### src/rtl/ott_ram.sv
// Generic simple dual-port RAM: one write port, one read port, registered read.
// No dependencies.
module ott_ram #(
	parameter int WIDTH = 8,
	parameter int DEPTH = 32
) (
	input  logic                     clk,
	input  logic                     we,
	input  logic [$clog2(DEPTH)-1:0] waddr,
	input  logic [WIDTH-1:0]         wdata,
	input  logic [$clog2(DEPTH)-1:0] raddr,
	output logic [WIDTH-1:0]         rdata
);

	logic [WIDTH-1:0] mem [DEPTH];

	always_ff @(posedge clk) begin
		if (we)
			mem[waddr] <= wdata;
		rdata <= mem[raddr];
	end

endmodule

### config.mk
export PLATFORM = sky130hd
export DESIGN_NAME = ott_ram
export DESIGN_NICKNAME = d
export VERILOG_FILES = /design/src/rtl/ott_ram.sv
export SDC_FILE = /design/constraint.sdc
export NUM_CORES = 1
export LEC_CHECK = 0
export BUFFER_PORTS_ARGS = -buffer_cell sky130_fd_sc_hd__buf_2
export CORE_MARGIN = 3
export CORE_UTILIZATION = 35
export CTS_CLUSTER_SIZE = 25
export DETAILED_ROUTE_END_ITERATION = 12
export GPL_TIMING_DRIVEN = 0
export PLACE_DENSITY = 0.46
export SYNTH_ARGS = -nofsm -noshare
export SYNTH_HDL_FRONTEND = slang
export SYNTH_SLANG_ARGS = --single-unit
### constraint.sdc
create_clock -name clk -period 5.9 [get_ports clk]
set_clock_uncertainty 0.2 [all_clocks]
set_input_delay 1.18 -clock clk [delete_from_list [all_inputs] [get_ports clk]]
set_output_delay 1.18 -clock clk [all_outputs]
set_load 0.01 [all_outputs]
# Word-level counts from Yosys, hierarchy flattened
# Memories as Yosys holds them, arrays and structs flattened. A register that Yosys moved wholly into a read port is not among the register bits.
# Cells that the tools add are included.
[totals]
ramBits = 256
input_bits = 20
output_inout_bits = 8
word_cells = 3
n_memories = 1
regBits = 0
[memory_table]
columns = ["name", "depth", "word_bits", "rd", "rd_clocked_by_memory_dff", "wr", "line", "text"]
rows = [
  ["mem", 32, 8, 1, 1, 1, "15", "logic [WIDTH-1:0] mem [DEPTH];"],
]
[op_classes]
muxes = 2
[op_table]
columns = ["operator", "count"]
rows = [
  ["two-way mux 1 bit", 2],
]

# Longest topological paths before layout
[depth]
ltp_word = 2
depth_mapped = 5
ltp_nobuf = 3

# Worst setup path after synthesis
# OpenSTA, ideal clock, no wires.
[synth_timing]
path_type = "in2reg"
start = "input port raddr[2]"
end = "register rdata[0] (read register of mem)"
setup_time_ns = 0.121
arrival_time_ns = 2.862
setup_slack_ns = 2.718
path_stages = 5
n_path_buf = 2
required_time_ns = 5.579
path_cell_list = "clkbuf_1 > clkbuf_1 > mux4_2 > mux4_2 > mux2_2"
[synth_lines]
columns = ["element", "line", "text"]
rows = [
  ["start, declared", "11", "input logic [$clog2(DEPTH)-1:0] raddr,"],
  ["end, declared", "12", "output logic [WIDTH-1:0] rdata"],
]

==> reports/results.txt <==
The run finished with clean final reports. Net switching is 20.7% of the power. During placement, the flow inserted port buffers numbering 22. The worst setup path is captured at a flip-flop. Summing over every cut layer, the via total after detailed routing is 4417.

The area growth from synthesis to layout is 14.2%. The later pin in the worst-skew pair is clocked with a latency of 0.54 ns. In the final layout, the multi-input gates occupy 0.00210 sq mm. For the filler cell count, the log shows 2484. The tools report the launching point of the worst reg2reg path as mem[21][5]. The congestion estimate from routability-driven global placement came to 0.719.

The H-tree depth reported by CTS is 1, and the synthesized area is 0.0101 sq mm. The maximum single-stage delay on the critical path was 0.70 ns. The first-pass detailed-route iteration total is 4.

Global routing consumed, over all layers together, 14.3% of the routing resources. The worst register-to-register path ends at rdata[5]. The total core area is 0.0280 sq mm, and the mean number of vias per cell is 5.08.

The setup slack on the worst flop-to-flop path was 3.83 ns; the die span in y was 175 um. The share of the cycle needed by the critical path after routing came out at 57.8%. Setup repair after global routing left no endpoint under its margin.

Number of hold violations in the final report: 0. The total wire length is 21800 um. The cell that appears most often on the critical path is sky130_fd_sc_hd__mux4_2.

For the pin with the worst max-slew slack, the measured transition is 0.886 ns. The analysis attributes to cell leakage a power of 3.52 nW. TritonCTS built the clock tree. The maximum clock insertion buffer count is 3. The synthesized net count is 437, and the average cell area after synthesis is 24.1 sq um.

For the final routed database, the setup TNS stands at 0 ns. The average wire length per cell after detail routing came out at 25.0 um. The number of hold buffers added after CTS was 0. The initial antenna violation count was 0.

First-pass GRT wire length: 31900 um. Registers take 0.00785 sq mm. The worst setup path is launched from an input pin.

The buffering stage count on the worst path with inverters included is 2, and the share of the yosys chip area belonging to registers is 78.1%. The count of antenna-violating nets left after detailed routing is 0, and the max-cap violation count is 0. Across the VDD grid, the largest voltage drop is 0.000204 V. The number of clock buffers added by TritonCTS is 29.

The fraction of layout cells with a size suffix above 1 was 32.1%. Row generation in the floorplan step produced 61 rows. The combinational power share was 5.2%; the sink count of the clock tree was 264. The tools report the worst max-slew margin expressed relative to the limit as 40.7%.

For the worst setup path, the data required time is 6.12 ns. The slowest stage of the critical path belongs to the cell sky130_fd_sc_hd__buf_1. The repair_antennas step left the layout with diodes totalling 0. The first-iteration detailed-routing DRC count came out at 392. In this run the clock root is driven by a sky130_fd_sc_hd__clkbuf_16.

The final layout contains 490 nets. Once the floorplan was initialized, standard cells occupied 35.9% of the core. The clock network fraction of design power was 41.3%. After layout, the minimum clock period comes to 3.41 ns. The share of total power in sequential cells is 53.4%, and the global route total overflow is 0. The run gives 0.0308 sq mm as the die area.

Critical setup path kind: in2reg. Number of placed I/O pins: 28. The die span in x came out at 175 um.

Among cell families on the critical path, the largest total delay comes from multiplexers. The internal power component came out at 3.10 mW. Measured in cells, the most critical reg-to-reg path has a length of 3.

The synthesized netlist contains 15 unique library cells. Power consumption: 3.92 mW. The tools report the count of final max-slew check failures as 0. The instance count along the most critical hold path came out at 3.

The achievable frequency was 293 MHz; the HPWL after detailed placement was 14200 um. The number of buffers added for setup after CTS is 0. The largest net degree at the start of global routing came out at 33. After clock tree synthesis, the repair step resized 0 gates.

In the layout the commonest cells are sky130_fd_sc_hd__edfxtp_1 (256), sky130_fd_sc_hd__mux4_2 (80), sky130_fd_sc_hd__nor2_1 (33). Synthesis handed over a netlist of 417 instances. Counting flops and latches in the post-synthesis netlist gives 264. OpenSTA, run right after detailed placement, puts the worst setup slack at 1.87 ns. For hold timing, the worst endpoint is rdata[6]. In this run the worst hold path is classified as reg2reg. For the worst path setup slack after routing, the log shows 2.49 ns. The clock slew seen by the registers of the worst setup and hold paths works out to 0.06 ns. Arrival time of data at the critical path endpoint: 3.63 ns. The net load switching power was 811 uW; the power density over the cells was 341 mW/mm^2. For this run, the number of Yosys warnings is 0. Via count of the first global-routing pass: 4664. The maximum fanout along the worst path was 10.

The leading cell type in the layout, fill and taps excluded is sky130_fd_sc_hd__edfxtp_1. In the routed design, unresolved DRC markers number 0. Setup violations remaining at the end of the flow were counted as 0.

The startpoint identified for the worst hold timing path is mem[6][6]. Walking the worst path, the cells encountered are clkbuf_1, buf_1, mux4_2, mux4_2, mux2_2.
[sequential cells by signal, summed over array words and instances (netlist names)]
signal and cells:
mem 256, rdata 8
[how the worst max path moves through the flow]
stage	cells past startpoint	endpoint	start	slack (ns)
6_report	5	rdata[1]	raddr[2]	2.49
5_1_grt	5	rdata[2]	raddr[2]	2.41
4_1_cts	5	rdata[2]	raddr[2]	2.44
3_5_place_dp	5	rdata[2]	raddr[2]	1.87
3_3_place_gp	5	rdata[2]	raddr[2]	1.87
2_1_floorplan	5	rdata[0]	raddr[2]	2.72
[synthesized netlist by cell type (all sizes together)]
cell	instances	area (sq um)
edfxtp	256	7690
mux4	80	1800
nor2	33	124
buf	14	83.8
dfxtp	8	160
mux2	8	90.1
clkbuf	6	22.5
nand3b	5	37.5
or3b	3	26.3
nand3	2	10.0
nand2	1	3.75
or3	1	6.26
[cells by family after synthesis]
family                 after synthesis  synth area share, %
flip-flops                         264                 78.1
multiplexers                        88                 18.8
AND/OR/NAND/NOR                     45                 2.07
buffers and inverters               20                 1.06
[worst min-delay path, cell delays in order, from the launching register on]
cell and delay (ns):
sky130_fd_sc_hd__edfxtp_1 0.31, sky130_fd_sc_hd__mux4_2 0.22, sky130_fd_sc_hd__mux4_2 0.22, sky130_fd_sc_hd__mux2_2 0.15
[metrics by stage]
stage,hold slack [ns],area [sq um],instances,util [%]
final,0.725,11500,870,41.0
after global routing,0.772,11500,870,41.0
after CTS,0.729,11500,870,41.0
after detailed placement,0.714,10600,817,38.0
after global placement,0.721,10600,817,38.0
after floorplan,0.665,10100,417,-
[area by class of cell]
type                       instances  area share, %
tap                              378           4.12
clock buffer                      46           7.05
sequential                       264           68.4
timing repair buffer              22          0.959
multi-input combinational        133           18.3
clock inverter                     7          0.294
buffer                            20          0.926
[power by group through the flow]
| stage | clock network, mW | logic [mW] | registers (mW) |
|---|---|---|---|
| global placement | 0 | 0.207 | 2.13 |
| detailed placement | 0 | 0.210 | 2.13 |
| floorplan | 0 | 0.111 | 2.13 |
| finish | 1.62 | 0.205 | 2.09 |
| CTS | 1.66 | 0.210 | 2.09 |
| global route | 1.73 | 0.221 | 2.09 |
[routing by layer]
metal | share of wire [%] | vias to the layer above | GRT usage, %
li1 | - | 1890 | -
met1 | 49 | 2387 | 22.1
met2 | 45 | 107 | 21.1
met3 | 4.6 | 33 | 2.64
met4 | 1.8 | 0 | 3.46
met5 | 0 | - | 0
No activity file was read; power rests on OpenSTA's default activity.
