<file path="config.mk">
export PLATFORM = sky130hd
export DESIGN_NAME = ott_div
export DESIGN_NICKNAME = d
export VERILOG_FILES = /design/src/rtl/ott_div.sv
export SDC_FILE = /design/constraint.sdc
export NUM_CORES = 1
export LEC_CHECK = 0
export ABC_AREA = 1
export BUFFER_PORTS_ARGS = -buffer_cell sky130_fd_sc_hd__buf_4
export CORE_MARGIN = 2
export CORE_UTILIZATION = 23
export DETAILED_ROUTE_END_ITERATION = 8
export GPL_ROUTABILITY_DRIVEN = 1
export GPL_TIMING_DRIVEN = 0
export PLACE_DENSITY_LB_ADDON = 0.2
export SLEW_MARGIN = 20
export SYNTH_ARGS = -nofsm -noshare
export SYNTH_HDL_FRONTEND = slang
export SYNTH_SLANG_ARGS = --single-unit
</file>
<file path="constraint.sdc">
create_clock -name clk -period 2.3 [get_ports clk]
set_input_delay 0.575 -clock clk [delete_from_list [all_inputs] [get_ports clk]]
set_output_delay 0.575 -clock clk [all_outputs]
set_load 0.02 [all_outputs]
</file>
<file path="src/rtl/ott_div.sv">
// Restoring unsigned divider, one quotient bit per cycle.
// No dependencies.
module ott_div #(
	parameter int NUM_W = 35,
	parameter int DEN_W = 32
) (
	input  logic             clk,
	input  logic             arst_n,
	input  logic             start,
	input  logic [NUM_W-1:0] num,
	input  logic [DEN_W-1:0] den,
	output logic             done,
	output logic [NUM_W-1:0] quo
);

	localparam int CNT_W = $clog2(NUM_W + 1);

	logic             busy_q, done_q;
	logic [CNT_W-1:0] cnt_q;
	logic [DEN_W:0]   rem_q, rem_sh, rem_nx;
	logic [NUM_W-1:0] quo_q;
	logic [DEN_W-1:0] den_q;
	logic             ge;

	always_comb begin
		rem_sh = {rem_q[DEN_W-1:0], quo_q[NUM_W-1]};
		ge     = rem_sh >= {1'b0, den_q};
		rem_nx = ge ? rem_sh - {1'b0, den_q} : rem_sh;
	end

	always_ff @(posedge clk or negedge arst_n) begin
		if (!arst_n) begin
			busy_q <= 1'b0;
			done_q <= 1'b0;
			cnt_q  <= '0;
		end else begin
			done_q <= 1'b0;
			if (start) begin
				busy_q <= 1'b1;
				cnt_q  <= CNT_W'(NUM_W);
			end else if (busy_q) begin
				cnt_q <= cnt_q - 1'b1;
				if (cnt_q == CNT_W'(1)) begin
					busy_q <= 1'b0;
					done_q <= 1'b1;
				end
			end
		end
	end

	always_ff @(posedge clk) begin
		if (start) begin
			rem_q <= '0;
			quo_q <= num;
			den_q <= den;
		end else if (busy_q) begin
			rem_q <= rem_nx;
			quo_q <= {quo_q[NUM_W-2:0], ge};
		end
	end

	assign done = done_q;
	assign quo  = quo_q;

endmodule
</file>
## After elaboration in Yosys (flattened, before gate mapping)

Index checks and enable logic that the tools add are counted.

| word-level totals | value |
|---|---|
| register bits | 107 |
| input port bits | 70 |
| output and inout bits | 36 |
| word-level logic and storage cells | 22 |

| cells by class | value |
|---|---|
| add/sub/neg operators | 2 |
| $lt $le $gt $ge | 1 |
| equal/unequal tests | 1 |
| mux-type cells | 11 |
| reductions and logical operators | 1 |

Operators by type and width:

| cell | count |
|---|---|
| two-way mux 35 bit | 2 |
| greater-or-equal comparator 33 x 32 -> 1 bit | 1 |
| two-way mux 32 bit | 1 |
| subtractor 32 bit | 1 |
| two-way mux 6 bit | 2 |
| equality test 6 x 1 -> 1 bit (second input constant) | 1 |
| two-way mux 1 bit | 6 |
| subtractor 6 x 1 -> 6 bit (second input constant) | 1 |
| nonzero test 2 bit | 1 |

## Logic depth before layout (Yosys ltp)

| depth | value |
|---|---|
| word-level depth | 4 |
| mapped depth | 17 |
| gate-level depth less buffers | 16 |

## Worst setup path before layout

Ideal clock, no wire load.

| timing | value |
|---|---|
| path type | input to register |
| start | input start |
| end | register quo_q[0], in the netlist quo[0], enable pin |
| library setup time | 0.414 ns |
| arrival | 1.897 ns |
| data required time | 1.886 ns |
| path slack | -0.011 ns |
| stages on the path | 3 |
| path buffers | 1 |
| cells stage by stage | nor2_1 > inv_1 > clkbuf_1 |

| on the way | value |
|---|---|
| cells in the longest elaborated chain, start to end | 1 |

Ends and longest elaborated chain:

| element | line | text |
|---|---|---|
| from (decl) | 9 | `input logic start,` |
| nonzero test 2 bit (no line) | n/a |  |
| to (signal assigned) | 54 | `quo_q <= num;` |
| to (signal assigned) | 58 | `quo_q <= {quo_q[NUM_W-2:0], ge};` |
| to (decl) | 21 | `logic [NUM_W-1:0] quo_q;` |

No other way between the ends.
A chain may end at the register's enable or synchronous reset.

## Worst setup path in the final report

| timing | value |
|---|---|
| start | register den_q[11] |
| end | register rem_q[29] |

| on the way | value |
|---|---|
| cells in the longest elaborated chain, start to end | 2 |
| elaborated cells between the ends (all ways) | 3 |
| those cells by class | 1 x add/sub; 1 x order compare; 1 x mux |

Ends and longest elaborated chain:

| element | line | text |
|---|---|---|
| from (decl) | 22 | `logic [DEN_W-1:0] den_q;` |
| from (signal assigned) | 55 | `den_q <= den;` |
| subtractor 32 bit / greater-or-equal comparator 33 x 32 -> 1 bit (equally long branches) | 28, 27 |  |
| two-way mux 32 bit (*) | 28 | `rem_nx = ge ? rem_sh - {1'b0, den_q} : rem_sh;` |
| to (signal assigned) | 57 | `rem_q <= rem_nx;` |
| to (decl) | 20 | `logic [DEN_W:0] rem_q, rem_sh, rem_nx;` |

Every way passes the cells marked *; elsewhere a longest branch is shown, timed or not.

==> summary.txt <==
Detailed routing
  • WL/cell: 14.1 um
  • DRT antenna net count: 0
  • DRT Wirelength: around 22000 um
  • Via density: between 4 and 5
  • Pre-Repair DR Iteration Count: 6
  • DRC viols: 0
  • DRT iter0 DRCs: 354
  • Routed vias: 6486

Timing
  • Fmax: around 460 MHz
  • Final period utilization: between 90% and 100%
  • Endpoints failing setup: 0
  • Skew final: 0.0159 ns
  • Worst Setup Slack, final: approximately 0.13 ns
  • Tmin final: between 2 and 2.5 ns
  • WHS: 0.00936 ns
  • RSZ-0062 raised after global routing: no
  • Max-slew violation count: 0
  • Slew @ Worst Pin: 0.775 ns
  • Final hold vios: 0
  • Max_slew headroom: 48.3%

Synthesis
  • Multiplexer share of the synthesized area: 0%
  • Top_reg_cell synth: edfxtp_1
  • Post-synthesis cell area: 0.00702 mm^2
  • Post-Synth Adder-Cell Area: 6.35%
  • Synth area leader: edfxtp_1
  • Top cells by count, synth: nand2_1, inv_1, nand3_1
  • Post-synthesis compound-gate area fraction: between 3 and 4%
  • Largest family of logic cells by synthesized area: simple AND/OR/NAND/NOR gates
  • Yosys cell types: 37
  • Simple-gate share of the synthesized area: 35.8%
  • Share of Yosys cell area claimed by the top area cell type: 28.7%
  • Async set or reset register ratio after synthesis: 7.48%
  • Register area share after synthesis: a little over 40%
  • Xor/xnor share of the synthesized area: between 1.5 and 2%
  • Top post-synthesis cells by area: edfxtp_1, nand2_1, inv_1, dfxtp_1, ha_1
  • Number of synthesized register bits: ~110
  • Net Count, Synth: 1112
  • Yosys warnings: 0
  • Cells after synthesis: 1007
  • Syn avg cell area: 6.97 um^2
  • EDFF count, synth: 67
  • Count leader, synth: nand2_1

Die
  • Row Count: 63
  • I/O pins: 106
  • Die ar.: 0.0319 mm^2
  • Die Wd: 179 um
  • Die Ht: 179 um
  • Core Region: 0.0299 mm^2
  • Initial Utilization: between 20% and 30%

Clock tree
  • # clock sinks: 107
  • Total CTS buffers: 9
  • Clock transition at the registers of the reported paths: 0.09 ns
  • CTS tree: done
  • # H-tree levels: 3
  • Clk_lat worst skew: 0.37 ns
  • Root Buffer: clkbuf_16
  • CTS Buffer Depth: 2

Final layout
  • Fillers: 3277
  • Area of the multi-input gates: 0.00382 mm^2
  • FF/Latch Area: 0.00285 mm^2
  • ANT cells: 0
  • Fraction of layout cells with a size suffix above 1: 20.9%
  • Nets: 1244
  • Area growth, synth to finish: 31.8%

Global routing
  • Vias in the first global route: 6491
  • First-pass GRT wire length: 33800 um
  • Total GRT Usage: 13.8%
  • Largest net degree at the start of global routing: 45
  • Antenna violations before repair: 0
  • Total gr overflow: 0

Power and ir drop
  • Leakage: 4.65 nW
  • Worst IR Drop VDD: 0.000393 V
  • PD cells: 949 mW/mm^2

Critical path
  • Slowest CP cell: edfxtp_1
  • CP required: 2.57 ns
  • Startpoint Class: flip-flop
  • CP max stage delay: about 0.33 ns
  • Levels on crit path: 15
  • CP bufs+invs: 3
  • Crit path DAT: between 2 and 2.5 ns
  • Crit-path leading delay family: simple AND/OR/NAND/NOR gates
  • Cell Chain, Critical Path: inv_1 -> ha_4 -> nand2_1 -> nor2_2 -> nand2_2 -> nor2_4 -> nand2_2 -> nor2_4 -> nor2_4 -> buf_12 -> nand2_4 -> buf_8 -> nand3_1 -> nand2_1 -> nand2_1
  • Worst Reg-to-Reg Cells: 15
  • Endpoint type of the worst setup path: flip-flop
  • Crit Path Category: flip-flop to flip-flop
  • Maximum fanout along the worst path: 10

Placement
  • Final HPWL DP: 16500 um
  • Setup WS pre-CTS: -0.227 ns
  • Port Buffers: 105
  • GP Congestion: 0.899

Worst hold path
  • Hold WC Path Type: input pin to async pin

Outcome
  • Status: finished, final reports clean

Run
  • Max-cap violations: 0
## flip-flops by register name (all words and copies together) (netlist names)
signal	count
busy_q	1
done	1
den_q	32
quo	35
cnt_q	6
rem_q	32
## cell usage in the layout, fill, tap and decap left out, drive strengths merged
master,instances
dfrtp,8
edfxtp,67
ha,34
or3b,1
nand3,83
dfxtp,32
nor4,1
a31oi,1
xnor2,13
nor3,7
clkinv,6
o21a,1
buf,131
a22oi,1
nor2,50
a21oi,24
nand4,8
nand3b,14
xor2,1
and2,3
o21ai,19
fa,1
nand2,427
clkbuf,23
inv,185
o21bai,3
## per-stage QoR
stage | power (W) | area, um^2 | std cells | utilization, % | setup TNS (ns)
4_1_cts | 0.00822 | 8670 | 1521 | 29.0 | 0
2_1_floorplan | 0.00536 | 7020 | 1007 | - | 0
3_3_place_gp | 0.00648 | 8290 | 1502 | 27.8 | -26.20
3_5_place_dp | 0.00647 | 8300 | 1502 | 27.8 | -9.76
6_report | 0.00878 | 9250 | 1534 | 31.0 | 0
5_1_grt | 0.00954 | 9250 | 1534 | 31.0 | 0
## cell families after synthesis
family,count (synthesis)
AO/OA/AOI/OAI,49
XOR/XNOR,14
AND/OR/NAND/NOR,594
buffers and inverters,208
flip-flops,107
adder cells (fa/ha/maj),35
## final timing paths
check	start	to	slack, ns
setup / recovery	den_q[11]	rem_q[29]	0.13
hold / removal	arst_n	cnt_q[0]	0.009
setup reg to reg	den_q[11]	rem_q[29]	0.13
hold reg to reg	rem_q[25]	rem_q[25]	0.48
max in group asynchronous	arst_n	cnt_q[4]	2.16
min in group clk	den[11]	den_q[11]	0.37
## metal layers
metal  GRT usage [%]  vias to the layer above  wire (um)
li1                -                     3378          -
met1            18.0                     2936      10100
met2            22.1                      149       9590
met3            4.37                       23       1510
met4            3.52                        0        390
met5               0                        -          0
## worst register-to-register path: cells and delay by family (launching register included)
kind / cells / cell delay (ns)
adders and majority gates: 1 / 0.29
buffers and inverters: 3 / 0.35
DFF: 1 / 0.33
and+or+nand+nor: 11 / 1.10
## report_power, final
group          switching [W]  total [W]  leakage, nW  internal [W]
clock network       0.000808    0.00159        0.144      0.000781
registers           0.000266    0.00264         1.06       0.00237
logic                0.00263    0.00455         3.45       0.00192
total                0.00371    0.00878         4.65       0.00507
## timing repair
action / in CTS / in global routing
hold buffers: 0 / 0
pin swaps: 1 / 10
cloned: 0 / 1
resized for setup: 19 / 93
endpoints found under the hold margin: 0 / 0
endpoints found under the setup margin: 29 / 33
setup buffers: 3 / 12
## area by class of cell
| type | count | share of cell area, % |
|---|---|---|
| Clock buffer | 10 | 2.58 |
| Tap cell | 390 | 5.28 |
| Clock inverter | 6 | 0.528 |
| Sequential cell | 107 | 30.8 |
| Timing Repair Buffer | 121 | 9.96 |
| Buffer | 23 | 1.98 |
| Multi-Input combinational cell | 692 | 41.3 |
| Inverter | 185 | 7.51 |
Power figures use the tool's default switching activity.
